===== config.mk =====
export PLATFORM = sky130hd
export DESIGN_NAME = midpoint_circle_octant_step
export DESIGN_NICKNAME = d
export VERILOG_FILES = /design/src/rtl/mcos_pkg.sv /design/src/rtl/mcos_front.sv /design/src/rtl/mcos_queue.sv /design/src/rtl/mcos_back.sv /design/src/rtl/midpoint_circle_octant_step.sv
export SDC_FILE = /design/constraint.sdc
export NUM_CORES = 1
export LEC_CHECK = 0
export BUFFER_PORTS_ARGS = -buffer_cell sky130_fd_sc_hd__buf_2
export CAP_MARGIN = 20
export CORE_MARGIN = 2
export CORE_UTILIZATION = 23
export CTS_BUF_LIST = sky130_fd_sc_hd__clkbuf_8
export DETAILED_ROUTE_END_ITERATION = 12
export MAX_ROUTING_LAYER = met4
export PLACE_DENSITY = 0.42
export SETUP_SLACK_MARGIN = 0.4
export SKIP_CTS_REPAIR_TIMING = 1
export SLEW_MARGIN = 25
export SYNTH_ARGS = -nofsm -noshare
export SYNTH_HDL_FRONTEND = slang
export SYNTH_SLANG_ARGS = --single-unit

===== constraint.sdc =====
create_clock -name clk -period 8.1 [get_ports clk]
set_input_delay 1.62 -clock clk [delete_from_list [all_inputs] [get_ports clk]]
set_output_delay 1.62 -clock clk [all_outputs]
set_load 0.1 [all_outputs]

===== src/rtl/mcos_pkg.sv =====
// ----------------------------------------------------------------------------
// mcos_pkg
// Shared types, widths, register indexes and helper functions for the
// midpoint circle octant stepper.
// ----------------------------------------------------------------------------
package mcos_pkg;

  // Width of the octant offsets x and y.
  localparam int COORD_BITS = 12;

  // Decision variable, scaled by four, two's complement.
  localparam int DEC_W = 18;

  // Configuration register widths.
  localparam int CENTER_W  = 12;
  localparam int RADIUS_W  = 11;
  localparam int CFG_W     = 12;
  localparam int CFG_IDX_W = 2;

  // Configuration register indexes.
  localparam logic [CFG_IDX_W-1:0] REG_CENTER_X = 2'd0;
  localparam logic [CFG_IDX_W-1:0] REG_CENTER_Y = 2'd1;
  localparam logic [CFG_IDX_W-1:0] REG_RADIUS   = 2'd2;

  // Pixel coordinates leave as 14-bit two's complement values. The sums are
  // formed modulo 2^SUM_W, which keeps the low PIX_W bits exact.
  localparam int PIX_W = 14;
  localparam int SUM_W = (COORD_BITS > PIX_W) ? COORD_BITS : PIX_W;

  // Eight symmetric points per step.
  localparam int               PT_W       = 3;
  localparam logic [PT_W-1:0]  FIRST_POINT = 3'd0;
  localparam logic [PT_W-1:0]  LAST_POINT  = 3'd7;

  // Step queue between the front and back parts.
  localparam int QDEPTH = 2;
  localparam int QPTR_W = (QDEPTH > 1) ? $clog2(QDEPTH) : 1;
  localparam int QCNT_W = $clog2(QDEPTH + 1);

  // One classified step: the offset to emit and the completion flag.
  typedef struct packed {
    logic [COORD_BITS-1:0] x;
    logic [COORD_BITS-1:0] y;
    logic                  done;
  } step_t;

  // Offset times eight, zero-extended to the decision width.
  function automatic logic [DEC_W-1:0] times8(input logic [COORD_BITS-1:0] v);
    logic [COORD_BITS+2:0] w;
    w = {v, 3'b000};
    return DEC_W'(w);
  endfunction

  // Offset times four, zero-extended to the decision width.
  function automatic logic [DEC_W-1:0] times4(input logic [COORD_BITS-1:0] v);
    logic [COORD_BITS+1:0] w;
    w = {v, 2'b00};
    return DEC_W'(w);
  endfunction

endpackage


===== src/rtl/mcos_front.sv =====
// ----------------------------------------------------------------------------
// mcos_front
// Takes step requests, applies a restart if asked, and advances the octant
// state by one midpoint step per request. The offset to draw and the done
// flag are handed to the step queue.
// ----------------------------------------------------------------------------
module mcos_front (
  input  logic                           clk,
  input  logic                           rst_n,
  input  logic                           in_valid,
  output logic                           in_ready,
  input  logic                           in_restart,
  input  logic [mcos_pkg::RADIUS_W-1:0]  radius,
  output logic                           push_valid,
  input  logic                           push_ready,
  output mcos_pkg::step_t                push_data
);

  logic [mcos_pkg::COORD_BITS-1:0] offset_x_r, offset_x_nxt;
  logic [mcos_pkg::COORD_BITS-1:0] offset_y_r, offset_y_nxt;
  logic [mcos_pkg::DEC_W-1:0]      decision_r, decision_nxt;

  logic [mcos_pkg::COORD_BITS-1:0] y_load;
  logic [mcos_pkg::DEC_W-1:0]      d_load;
  logic [mcos_pkg::COORD_BITS-1:0] x_cur, y_cur;
  logic [mcos_pkg::DEC_W-1:0]      d_cur, d_mid;
  logic                            d_pos;
  logic                            accept;

  // A request is taken whenever the queue has room.
  assign in_ready   = push_ready;
  assign push_valid = in_valid;
  assign accept     = in_valid && push_ready;

  // Restart values and one midpoint step.
  always_comb begin
    y_load = mcos_pkg::COORD_BITS'(radius);
    d_load = mcos_pkg::DEC_W'(5) - mcos_pkg::times4(y_load);

    x_cur = in_restart ? '0 : offset_x_r;
    y_cur = in_restart ? y_load : offset_y_r;
    d_cur = in_restart ? d_load : decision_r;

    d_pos = !d_cur[mcos_pkg::DEC_W-1] && (d_cur != '0);

    if (d_pos) begin
      offset_y_nxt = y_cur - mcos_pkg::COORD_BITS'(1);
      d_mid        = d_cur - mcos_pkg::times8(offset_y_nxt);
    end else begin
      offset_y_nxt = y_cur;
      d_mid        = d_cur;
    end

    offset_x_nxt = x_cur + mcos_pkg::COORD_BITS'(1);
    decision_nxt = d_mid + mcos_pkg::times8(offset_x_nxt) + mcos_pkg::DEC_W'(4);

    push_data.x    = x_cur;
    push_data.y    = y_cur;
    push_data.done = offset_x_nxt > offset_y_nxt;
  end

  // Octant state.
  always_ff @(posedge clk) begin
    if (!rst_n) begin
      offset_x_r <= '0;
      offset_y_r <= '0;
      decision_r <= '0;
    end else if (accept) begin
      offset_x_r <= offset_x_nxt;
      offset_y_r <= offset_y_nxt;
      decision_r <= decision_nxt;
    end
  end

endmodule


===== src/rtl/mcos_queue.sv =====
// ----------------------------------------------------------------------------
// mcos_queue
// Small FIFO of classified steps between the front and back parts, so each
// side can stall without holding up the other.
// ----------------------------------------------------------------------------
module mcos_queue (
  input  logic            clk,
  input  logic            rst_n,
  input  logic            push_valid,
  output logic            push_ready,
  input  mcos_pkg::step_t push_data,
  output logic            pop_valid,
  input  logic            pop_ready,
  output mcos_pkg::step_t pop_data
);

  mcos_pkg::step_t mem [mcos_pkg::QDEPTH];

  logic [mcos_pkg::QPTR_W-1:0] wr_ptr_r, wr_ptr_nxt;
  logic [mcos_pkg::QPTR_W-1:0] rd_ptr_r, rd_ptr_nxt;
  logic [mcos_pkg::QCNT_W-1:0] count_r, count_nxt;
  logic                        push, pop;

  assign push_ready = (count_r != mcos_pkg::QCNT_W'(mcos_pkg::QDEPTH));
  assign pop_valid  = (count_r != '0);
  assign push       = push_valid && push_ready;
  assign pop        = pop_valid && pop_ready;
  assign pop_data   = mem[rd_ptr_r];

  // Pointer and fill count updates.
  always_comb begin
    wr_ptr_nxt = wr_ptr_r;
    rd_ptr_nxt = rd_ptr_r;
    count_nxt  = count_r;
    if (push) begin
      wr_ptr_nxt = (wr_ptr_r == mcos_pkg::QPTR_W'(mcos_pkg::QDEPTH - 1)) ?
                   '0 : wr_ptr_r + mcos_pkg::QPTR_W'(1);
    end
    if (pop) begin
      rd_ptr_nxt = (rd_ptr_r == mcos_pkg::QPTR_W'(mcos_pkg::QDEPTH - 1)) ?
                   '0 : rd_ptr_r + mcos_pkg::QPTR_W'(1);
    end
    if (push && !pop) begin
      count_nxt = count_r + mcos_pkg::QCNT_W'(1);
    end else if (pop && !push) begin
      count_nxt = count_r - mcos_pkg::QCNT_W'(1);
    end
  end

  always_ff @(posedge clk) begin
    if (!rst_n) begin
      wr_ptr_r <= '0;
      rd_ptr_r <= '0;
      count_r  <= '0;
    end else begin
      wr_ptr_r <= wr_ptr_nxt;
      rd_ptr_r <= rd_ptr_nxt;
      count_r  <= count_nxt;
    end
  end

  // Entry storage.
  always_ff @(posedge clk) begin
    if (push) begin
      mem[wr_ptr_r] <= push_data;
    end
  end

  // The fill count never passes the depth.
  a_count_bound: assert property (@(posedge clk) disable iff (!rst_n)
    count_r <= mcos_pkg::QCNT_W'(mcos_pkg::QDEPTH))
    else $error("step queue count exceeds depth");

endmodule


===== src/rtl/mcos_back.sv =====
// ----------------------------------------------------------------------------
// mcos_back
// Pulls one step at a time from the queue and emits its eight symmetric
// points around the center, one per cycle while out_ready is high, through an output register.
// ----------------------------------------------------------------------------
module mcos_back (
  input  logic                                clk,
  input  logic                                rst_n,
  input  logic                                pop_valid,
  output logic                                pop_ready,
  input  mcos_pkg::step_t                     pop_data,
  input  logic [mcos_pkg::CENTER_W-1:0]       center_x,
  input  logic [mcos_pkg::CENTER_W-1:0]       center_y,
  output logic                                out_valid,
  input  logic                                out_ready,
  output logic signed [mcos_pkg::PIX_W-1:0]   out_pixel_x,
  output logic signed [mcos_pkg::PIX_W-1:0]   out_pixel_y,
  output logic                                out_last,
  output logic                                out_done_res
);

  // Step being drawn.
  logic                            work_valid_r, work_valid_nxt;
  mcos_pkg::step_t                 work_r;
  logic [mcos_pkg::PT_W-1:0]       idx_r, idx_nxt;

  // Output register.
  logic                            out_valid_r, out_valid_nxt;
  logic [mcos_pkg::PIX_W-1:0]      pix_x_r, pix_y_r;
  logic                            last_r, done_r;

  logic                            out_load, pop;
  logic [mcos_pkg::COORD_BITS-1:0] a_off, b_off;
  logic [mcos_pkg::SUM_W-1:0]      sum_x, sum_y;

  assign out_load  = work_valid_r && (!out_valid_r || out_ready);
  assign pop_ready = !work_valid_r || (out_load && idx_r == mcos_pkg::LAST_POINT);
  assign pop       = pop_valid && pop_ready;

  // Point selection: bit 2 swaps x and y, bit 0 negates the horizontal
  // term, bit 1 makes the vertical term positive.
  always_comb begin
    a_off = idx_r[2] ? work_r.y : work_r.x;
    b_off = idx_r[2] ? work_r.x : work_r.y;
    sum_x = idx_r[0] ?
            mcos_pkg::SUM_W'(center_x) - mcos_pkg::SUM_W'(a_off) :
            mcos_pkg::SUM_W'(center_x) + mcos_pkg::SUM_W'(a_off);
    sum_y = idx_r[1] ?
            mcos_pkg::SUM_W'(center_y) + mcos_pkg::SUM_W'(b_off) :
            mcos_pkg::SUM_W'(center_y) - mcos_pkg::SUM_W'(b_off);
  end

  // Control next state.
  always_comb begin
    work_valid_nxt = work_valid_r;
    idx_nxt        = idx_r;
    out_valid_nxt  = out_valid_r;
    if (out_valid_r && out_ready) begin
      out_valid_nxt = 1'b0;
    end
    if (out_load) begin
      out_valid_nxt = 1'b1;
      idx_nxt       = idx_r + mcos_pkg::PT_W'(1);
      if (idx_r == mcos_pkg::LAST_POINT) begin
        work_valid_nxt = 1'b0;
      end
    end
    if (pop) begin
      work_valid_nxt = 1'b1;
      idx_nxt        = mcos_pkg::FIRST_POINT;
    end
  end

  always_ff @(posedge clk) begin
    if (!rst_n) begin
      work_valid_r <= 1'b0;
      idx_r        <= mcos_pkg::FIRST_POINT;
      out_valid_r  <= 1'b0;
    end else begin
      work_valid_r <= work_valid_nxt;
      idx_r        <= idx_nxt;
      out_valid_r  <= out_valid_nxt;
    end
  end

  // Payload registers.
  always_ff @(posedge clk) begin
    if (pop) begin
      work_r <= pop_data;
    end
    if (out_load) begin
      pix_x_r <= sum_x[mcos_pkg::PIX_W-1:0];
      pix_y_r <= sum_y[mcos_pkg::PIX_W-1:0];
      last_r  <= (idx_r == mcos_pkg::LAST_POINT);
      done_r  <= work_r.done;
    end
  end

  assign out_valid    = out_valid_r;
  assign out_pixel_x  = pix_x_r;
  assign out_pixel_y  = pix_y_r;
  assign out_last     = last_r;
  assign out_done_res = done_r;

  // A waiting last point means the point counter has wrapped to the start.
  a_last_wraps: assert property (@(posedge clk) disable iff (!rst_n)
    out_valid_r && last_r |-> idx_r == mcos_pkg::FIRST_POINT)
    else $error("last point shown while point counter is mid-step");

  // A fresh step always starts at the first point.
  a_pop_starts: assert property (@(posedge clk) disable iff (!rst_n)
    pop |=> work_valid_r && idx_r == mcos_pkg::FIRST_POINT)
    else $error("new step did not start at the first point");

  // With no step in hand the point counter rests at the start.
  a_idle_idx: assert property (@(posedge clk) disable iff (!rst_n)
    !work_valid_r |-> idx_r == mcos_pkg::FIRST_POINT)
    else $error("point counter moved without a step");

endmodule


===== src/rtl/midpoint_circle_octant_step.sv =====
// ----------------------------------------------------------------------------
// midpoint_circle_octant_step
// Midpoint circle rasterizer that draws one octant step per request.
//
// Each request on the in_ channel (in_valid/in_ready, field in_restart)
// advances the arc by one step; in_restart reloads x=0, y=radius first.
// The step yields eight symmetric points on the out_ channel
// (out_valid/out_ready), one per cycle while out_ready is high, with out_last on the eighth and
// out_done_res set on all eight once x has passed y.
// The cfg_ port writes center_x, center_y and radius on any cycle with
// cfg_we high; write them only while the block is idle.
// Path: a taken request is written into the step queue, then popped into
// the step register of the back part; each point passes the output register.
// Throughput: set by the result port, which carries one point per cycle
// while out_ready is high. A two-entry step queue plus the step being
// drawn let up to three requests be taken ahead of the results.
// When the receiver stalls, the shown point holds and the queue fills,
// after which in_ready drops. Reset (rst_n low, synchronous) clears the
// arc state, the configuration registers and all pending work.
// ----------------------------------------------------------------------------
module midpoint_circle_octant_step (
  input  logic                                clk,
  input  logic                                rst_n,
  input  logic                                in_valid,
  output logic                                in_ready,
  input  logic                                in_restart,
  output logic                                out_valid,
  input  logic                                out_ready,
  output logic signed [mcos_pkg::PIX_W-1:0]   out_pixel_x,
  output logic signed [mcos_pkg::PIX_W-1:0]   out_pixel_y,
  output logic                                out_last,
  output logic                                out_done_res,
  input  logic                                cfg_we,
  input  logic [mcos_pkg::CFG_IDX_W-1:0]      cfg_index,
  input  logic [mcos_pkg::CFG_W-1:0]          cfg_data
);

  logic [mcos_pkg::CENTER_W-1:0] center_x_r;
  logic [mcos_pkg::CENTER_W-1:0] center_y_r;
  logic [mcos_pkg::RADIUS_W-1:0] radius_r;

  logic            push_valid, push_ready;
  mcos_pkg::step_t push_data;
  logic            pop_valid, pop_ready;
  mcos_pkg::step_t pop_data;

  // Configuration registers; unknown indexes are ignored.
  always_ff @(posedge clk) begin
    if (!rst_n) begin
      center_x_r <= '0;
      center_y_r <= '0;
      radius_r   <= '0;
    end else if (cfg_we) begin
      case (cfg_index)
        mcos_pkg::REG_CENTER_X: center_x_r <= cfg_data[mcos_pkg::CENTER_W-1:0];
        mcos_pkg::REG_CENTER_Y: center_y_r <= cfg_data[mcos_pkg::CENTER_W-1:0];
        mcos_pkg::REG_RADIUS:   radius_r   <= cfg_data[mcos_pkg::RADIUS_W-1:0];
        default: ;
      endcase
    end
  end

  // Step classification and state update.
  mcos_front u_front (
    .clk        (clk),
    .rst_n      (rst_n),
    .in_valid   (in_valid),
    .in_ready   (in_ready),
    .in_restart (in_restart),
    .radius     (radius_r),
    .push_valid (push_valid),
    .push_ready (push_ready),
    .push_data  (push_data)
  );

  // Queue of steps waiting to be drawn.
  mcos_queue u_queue (
    .clk        (clk),
    .rst_n      (rst_n),
    .push_valid (push_valid),
    .push_ready (push_ready),
    .push_data  (push_data),
    .pop_valid  (pop_valid),
    .pop_ready  (pop_ready),
    .pop_data   (pop_data)
  );

  // Point emission.
  mcos_back u_back (
    .clk          (clk),
    .rst_n        (rst_n),
    .pop_valid    (pop_valid),
    .pop_ready    (pop_ready),
    .pop_data     (pop_data),
    .center_x     (center_x_r),
    .center_y     (center_y_r),
    .out_valid    (out_valid),
    .out_ready    (out_ready),
    .out_pixel_x  (out_pixel_x),
    .out_pixel_y  (out_pixel_y),
    .out_last     (out_last),
    .out_done_res (out_done_res)
  );

endmodule


## Word-level counts from Yosys, hierarchy flattened

Memory sizes are Yosys's and may differ from the RTL's. A register that Yosys moved wholly into a read port is not among the register bits.
Cells that the tools add are included.

- Multiplexer cells: 20
- Add/sub/neg operators: 15
- Order comparisons: 1
- Bitwise operators: 1
- Reductions and logical operators: 27
- Equality and inequality tests: 4

Operators by type and width:

| kind | count |
|---|---|
| $mux 12 | 5 |
| $mux 18 | 2 |
| $mux 14 | 2 |
| $add 12x12->13 | 2 |
| $sub 12x12->13 | 2 |
| $add 18x15->18 | 1 |
| $add 18x3->18 const B | 1 |
| $reduce_bool 18->1 | 1 |
| $sub 18x15->18 | 1 |
| $sub 3x13->14 const A | 1 |
| $add 12x1->12 const B | 1 |
| $gt 12x12->1 | 1 |
| $sub 12x1->12 const B | 1 |
| $reduce_bool 2->1 | 5 |
| $mux 1 | 9 |
| $logic_and 1x1->1 | 8 |
| $reduce_and 2->1 | 4 |
| $logic_not 1->1 | 5 |
| $mux 2 | 2 |
| $add 3x1->3 const B | 1 |
| $eq 3x3->1 const B | 1 |
| $add 1x1->1 const B | 2 |
| $add 2x1->2 const B | 1 |
| $eq 2x1->1 const B | 1 |
| other kinds (7) | 8 |

- Logic and storage cells: 85
- Register bits: 116
- Output and inout bits: 32
- Bits of input ports: 20
- Memories: 1
- RAM bits: 50

Memory list:

| name | words | width | read ports | clocked after Yosys merged registers in | wr ports | RTL line | RTL |
|---|---|---|---|---|---|---|---|
| u_queue.mem | 2 | 25 | 1 | 1 | 1 | mcos_queue.sv:17 | `mcos_pkg::step_t mem [mcos_pkg::QDEPTH];` |

## Depth between registers and ports, before layout

- Depth after elaboration: 9
- Depth in mapped cells: 26
- Mapped depth without buffers: 23

## Hierarchy

From an unflattened synthesis, not the netlist that was laid out.

- Cell total of the unflattened synthesis: 1,201
- Area total of the unflattened synthesis: 12,051.6 µm²

Modules (own cells, without submodules):

| module | times used | sequential area each (µm²) | area each (µm²) | cells an instance |
|---|---|---|---|---|
| mcos_front | 1 | 840.8 | 4,364.2 | 560 |
| mcos_back | 1 | 1,751.7 | 4,331.7 | 411 |
| mcos_queue | 1 | 1,601.5 | 2,040.7 | 102 |
| midpoint_circle_octant_step | 1 | 700.7 | 1,315.0 | 128 |

## Worst setup path after synthesis

No wires, ideal clock.

- Path kind: input -> register
- From: input in_restart
- To: register u_front.decision_r[16] (netlist bit)
- Slack: 958 ps
- Stages: 25
- Required time: 8,013 ps
- Library setup time: 87 ps
- Buffers on the path: 6
- Arrival time: 7,055 ps
- Cells stage by stage: clkbuf_1 buf_2 buf_1 buf_1 clkbuf_1 clkbuf_1 mux2i_1 inv_1 ha_1 nor2b_1 o31ai_1 a21oi_1 o2111a_1 a2111oi_1 o21bai_1 xnor2_1 a21oi_1 ha_1 and3_1 a31oi_1 nand2b_1 a21o_1 a21oi_1 nor3_1 o31ai_1

- Cells in the longest elaborated chain, start to end: 6
- Elaborated cells between the ends (all ways): 12
- Classes of those cells: add/sub: 5; mux: 4; reduce/logical: 3

RTL lines:

| element | RTL line | RTL |
|---|---|---|
| start, declared | midpoint_circle_octant_step.sv:26 | `input logic in_restart,` |
| $mux 12 / $mux 18 (equally long branches) | mcos_front.sv:41, mcos_front.sv:42 |  |
| $sub 12x1->12, or another cell as far along | mcos_front.sv:47 | `offset_y_nxt = y_cur - mcos_pkg::COORD_BITS'(1);` |
| $sub 18x15->18 / $logic_and 1x1->1 (equally long branches) | mcos_front.sv:48, mcos_front.sv:44 |  |
| $mux 18 | mcos_front.sv:46 | `if (d_pos) begin` |
| $add 18x15->18 (*) | mcos_front.sv:55 | `decision_nxt = d_mid + mcos_pkg::times8(offset_x_nxt) + mcos_pkg::DEC_W'(4);` |
| $add 18x3->18 (*) | mcos_front.sv:55 |  |
| end signal, assigned | mcos_front.sv:71 | `decision_r <= decision_nxt;` |
| end, declared | mcos_front.sv:21 | `logic [mcos_pkg::DEC_W-1:0] decision_r, decision_nxt;` |

Mark *: on every way between the ends. The rest lies on a longest branch, timed or not.
A chain may end at the register's enable or synchronous reset.

## Worst setup path in the final report

Same ends and word-level chain as after synthesis.

==> key figures <==
Placement
  • Routability Congestion: between 0.8 and 0.9
  • Pre-CTS setup slack: approximately 1.5 ns
  • I/O Buffers: 51
  • Post-DP HPWL: about 22 mm

Setup path
  • CP max stage cell: a2111oi_1
  • CP endpoint kind: flop
  • CP delay by family, top: compound AO/OA/AOI/OAI gates
  • CP arrival: about 6.5 ns
  • WS Path Type: input pin to flop
  • Crit-path max cell delay: 0.61 ns
  • CP Cell Sequence: buf_2 > mux2i_1 > ha_1 > xor2_1 > ha_1 > o21a_1 > o31ai_1 > a21oi_1 > o2111a_1 > a2111oi_1 > o21bai_1 > xnor2_1 > a21oi_1 > ha_1 > and3_1 > a31oi_1 > nand2b_1 > a21o_1 > a21oi_1 > nor3_1 > o31ai_1
  • Worst path bufs/invs: 1
  • Crit path required time: around 8.5 ns
  • CP startpoint kind: input pin
  • Crit-path max FO: 19

Synth
  • Number of synthesized flops with an enable pin: 105
  • Register bit total from synthesis: 191
  • Post-Syn Instances: 1179
  • Sequential share of the synthesized area: 0.422
  • Asr flop ratio synth: 0
  • Synth unique cells: 69
  • Mapped Area: 0.0116 sq mm
  • Synthesized area per cell: 9.80 sq um
  • Syn. warnings: 0
  • Syn nets: 1294
  • Synth Flop Type: edfxtp_1

Timing
  • Slew HR: 0.364
  • Hold Vio Cnt, Final: 0
  • Slew Limit Fails: 0
  • Worst Max-Slew Pin Slew: 0.951 ns
  • RSZ-0062 raised after global routing: no
  • Final period util: 0.748
  • Clock skew: 0.0209 ns
  • Setup TNS: 0 ns
  • Max Clk Rate: around 0.17 GHz
  • PnR worst setup slack: 2.04 ns
  • Final setup vio count: 0
  • Worst hold slack: approximately 0.45 ns
  • Minimum clock period: roughly 6.1 ns

GRT
  • Vias in the first global route: 8131
  • GRT overflow: 0
  • GRT Total Usage: 0.119
  • Initial antenna violation count: 0
  • Pin count of the biggest net entering global routing: slightly below 80
  • First-pass GRT wire length: approximately 47 mm

Power and ir drop
  • Leak Pwr: between 5 and 6 nW
  • Design Power: 4.23 mW
  • VDD IR-drop max: roughly 0.00013 V
  • Power Density: 327 mW/mm^2

Die
  • Initial Utilization: 0.232
  • Io pins: 52
  • Die area: 0.0521 sq mm
  • Die X: 228 microns
  • Cell Rows: 82
  • Die height: 228 microns
  • Core footprint: 0.0499 sq mm

Layout
  • Share of cells above drive strength 1: 0.120
  • Number of fillers in the final layout: 5372
  • Diodes inserted: 0
  • Net count, final: 1329
  • Final core occ: 0.260
  • Layout area overhead: 12.1%

Detailed routing
  • Iter 0 DRT Violations: 430
  • Routed Antenna Nets: 0
  • Number of remaining DRC errors: 0
  • WL final: 29.4 mm
  • Vias: 8277
  • Vias/cell: ~4.4
  • First-pass DRT Iterations: 5
  • Wire length per cell: between 15 and 20 microns

Clock network
  • Clk buf depth: 2
  • Clock Latency Late Sink: 0.51 ns
  • Clk root buf: clkbuf_8
  • Clock net sink count: 191
  • Num CTS Buffers: 17
  • Clock-pin transition on the worst setup and hold timing paths: 0.10 ns
  • CTS tree: yes
  • CTS H-tree depth: 4

Worst hold path
  • Hold Path Class: flop to flop

Run status
  • Status: completed

Job
  • Max-cap violations: 0
[flip-flops by register name, summed over array words and instances (netlist names)]
signal,cells
u_queue.rd_ptr_r,1
center_x_r,12
u_queue.wr_ptr_r,1
u_back.out_done_res,1
u_back.out_valid,1
center_y_r,12
u_back.out_pixel_x,14
u_front.offset_x_r,12
u_front.offset_y_r,12
u_queue.count_r,2
u_back.idx_r,3
u_back.work_r,25
u_front.decision_r,18
u_back.out_last,1
u_back.work_valid_r,1
radius_r,11
u_back.out_pixel_y,14
u_queue.mem,50
[per-layer routing]
layer / GRT usage / routed length, microns / up-vias
met5: - / 0 / -
met2: 0.187 / 13400 / 105
met3: 0.0230 / 724 / 15
met1: 0.158 / 14900 / 3932
met4: 0.0278 / 340 / 0
li1: - / - / 4225
[worst paths after layout]
path | startpoint | end | slack (ns) | cells past startpoint
worst min register to register | u_front.decision_r[1] | u_front.decision_r[1] | 0.45 | 2
worst max-delay path | in_restart | u_front.decision_r[16] | 2.04 | 21
worst min-delay path | u_front.decision_r[1] | u_front.decision_r[1] | 0.45 | 2
worst max register to register | radius_r[4] | u_front.decision_r[16] | 2.95 | 18
[where the power goes]
part | total, mW | switching [mW] | internal [mW]
sequential | 1.45 | 0.119 | 1.33
clock | 0.647 | 0.412 | 0.236
combinational | 2.14 | 1.42 | 0.723
[cell families (layout without fill, tap and decap cells)]
kind of cell,Yosys count,after routing,synth area share
simple gates,348,348,0.143
compound gates,222,222,0.122
flops,191,191,0.422
buf+inv,130,178,0.0445
mux,109,109,0.0982
fa+ha+maj,96,96,0.108
xor+xnor,83,83,0.0629
[final cells by class]
| class | instances | area (sq um) | share of cell area |
|---|---|---|---|
| Clock buffer | 17 | 234 | 0.0181 |
| Clock inverter | 15 | 173 | 0.0133 |
| Tap cell | 672 | 841 | 0.0649 |
| Sequential cell | 191 | 4870 | 0.376 |
| Multi-Input combinational cell | 858 | 6180 | 0.477 |
| Inverter | 82 | 308 | 0.0237 |
| Timing Repair Buffer | 64 | 353 | 0.0272 |
[worst reg2reg max path, stage by stage, from the launching register on]
cell and delay [ns]:
dfxtp_1 0.46, or4_4 0.64, or3_1 0.37, a31oi_1 0.34, inv_1 0.13, ha_1 0.37
o2111a_1 0.14, a2111oi_1 0.61, o21bai_1 0.19, xnor2_1 0.17, a21oi_1 0.09, ha_1 0.38
and3_1 0.21, a31oi_1 0.21, nand2b_1 0.08, a21o_1 0.20, a21oi_1 0.20, nor3_1 0.07
o31ai_1 0.20
[cells in the mapped netlist (3+ instances only)]
cell type    n  area, sq um
ha_1        89         1110
buf_1       11         41.3
nor3_1      24          120
dfxtp_1     86         1720
mux2i_1     74          741
a21oi_1     84          420
fa_1         6          120
a21boi_0     6         45.0
nand3b_1     4         30.0
nand4_1     10         62.6
o31ai_1      7         52.6
and2_1       3         18.8
or3_1        5         31.3
inv_1       81          304
xor2_1      23          201
buf_2        3         15.0
a21o_1      10         75.1
edfxtp_1   105         3150
o21a_1      12         90.1
a31oi_1      6         37.5
nand2_1     61          229
a2111oi_0    4         35.0
clkbuf_1    31          116
mux2_2      34          383
xnor2_1     60          526
nor3b_1      4         30.0
and4_1       3         26.3
nor4_1       8         50.1
nand3_1     20          100
o21ai_0     43          215
nand2b_1    10         62.6
a211oi_1     8         60.1
buf_6        3         33.8
nor2_1     145          544
nor2b_1     29          181
or2_2        3         18.8
o21bai_1    13         97.6
and3_1      11         68.8
[placed cells by master (no fill, tap or decap), types with 17 or more instances in the layout]
cell type,Yosys,routed
a21oi_1,84,84
buf_2,3,51
clkbuf_8,0,17
dfxtp_1,86,86
edfxtp_1,105,105
ha_1,89,89
inv_1,81,80
mux2_2,34,34
mux2i_1,74,74
nand2_1,61,61
nand3_1,20,20
nor2_1,145,144
nor2b_1,29,29
nor3_1,24,24
o21ai_0,43,43
xnor2_1,60,60
xor2_1,23,23
[stage by stage]
stage	instance area [sq um]	std cells
after floorplan	11600	1179
after CTS	13000	1899
final	13000	1899
after global routing	13000	1899
after detailed placement	12600	1867
after global placement	12600	1867
Power figures use the tool's default switching activity.
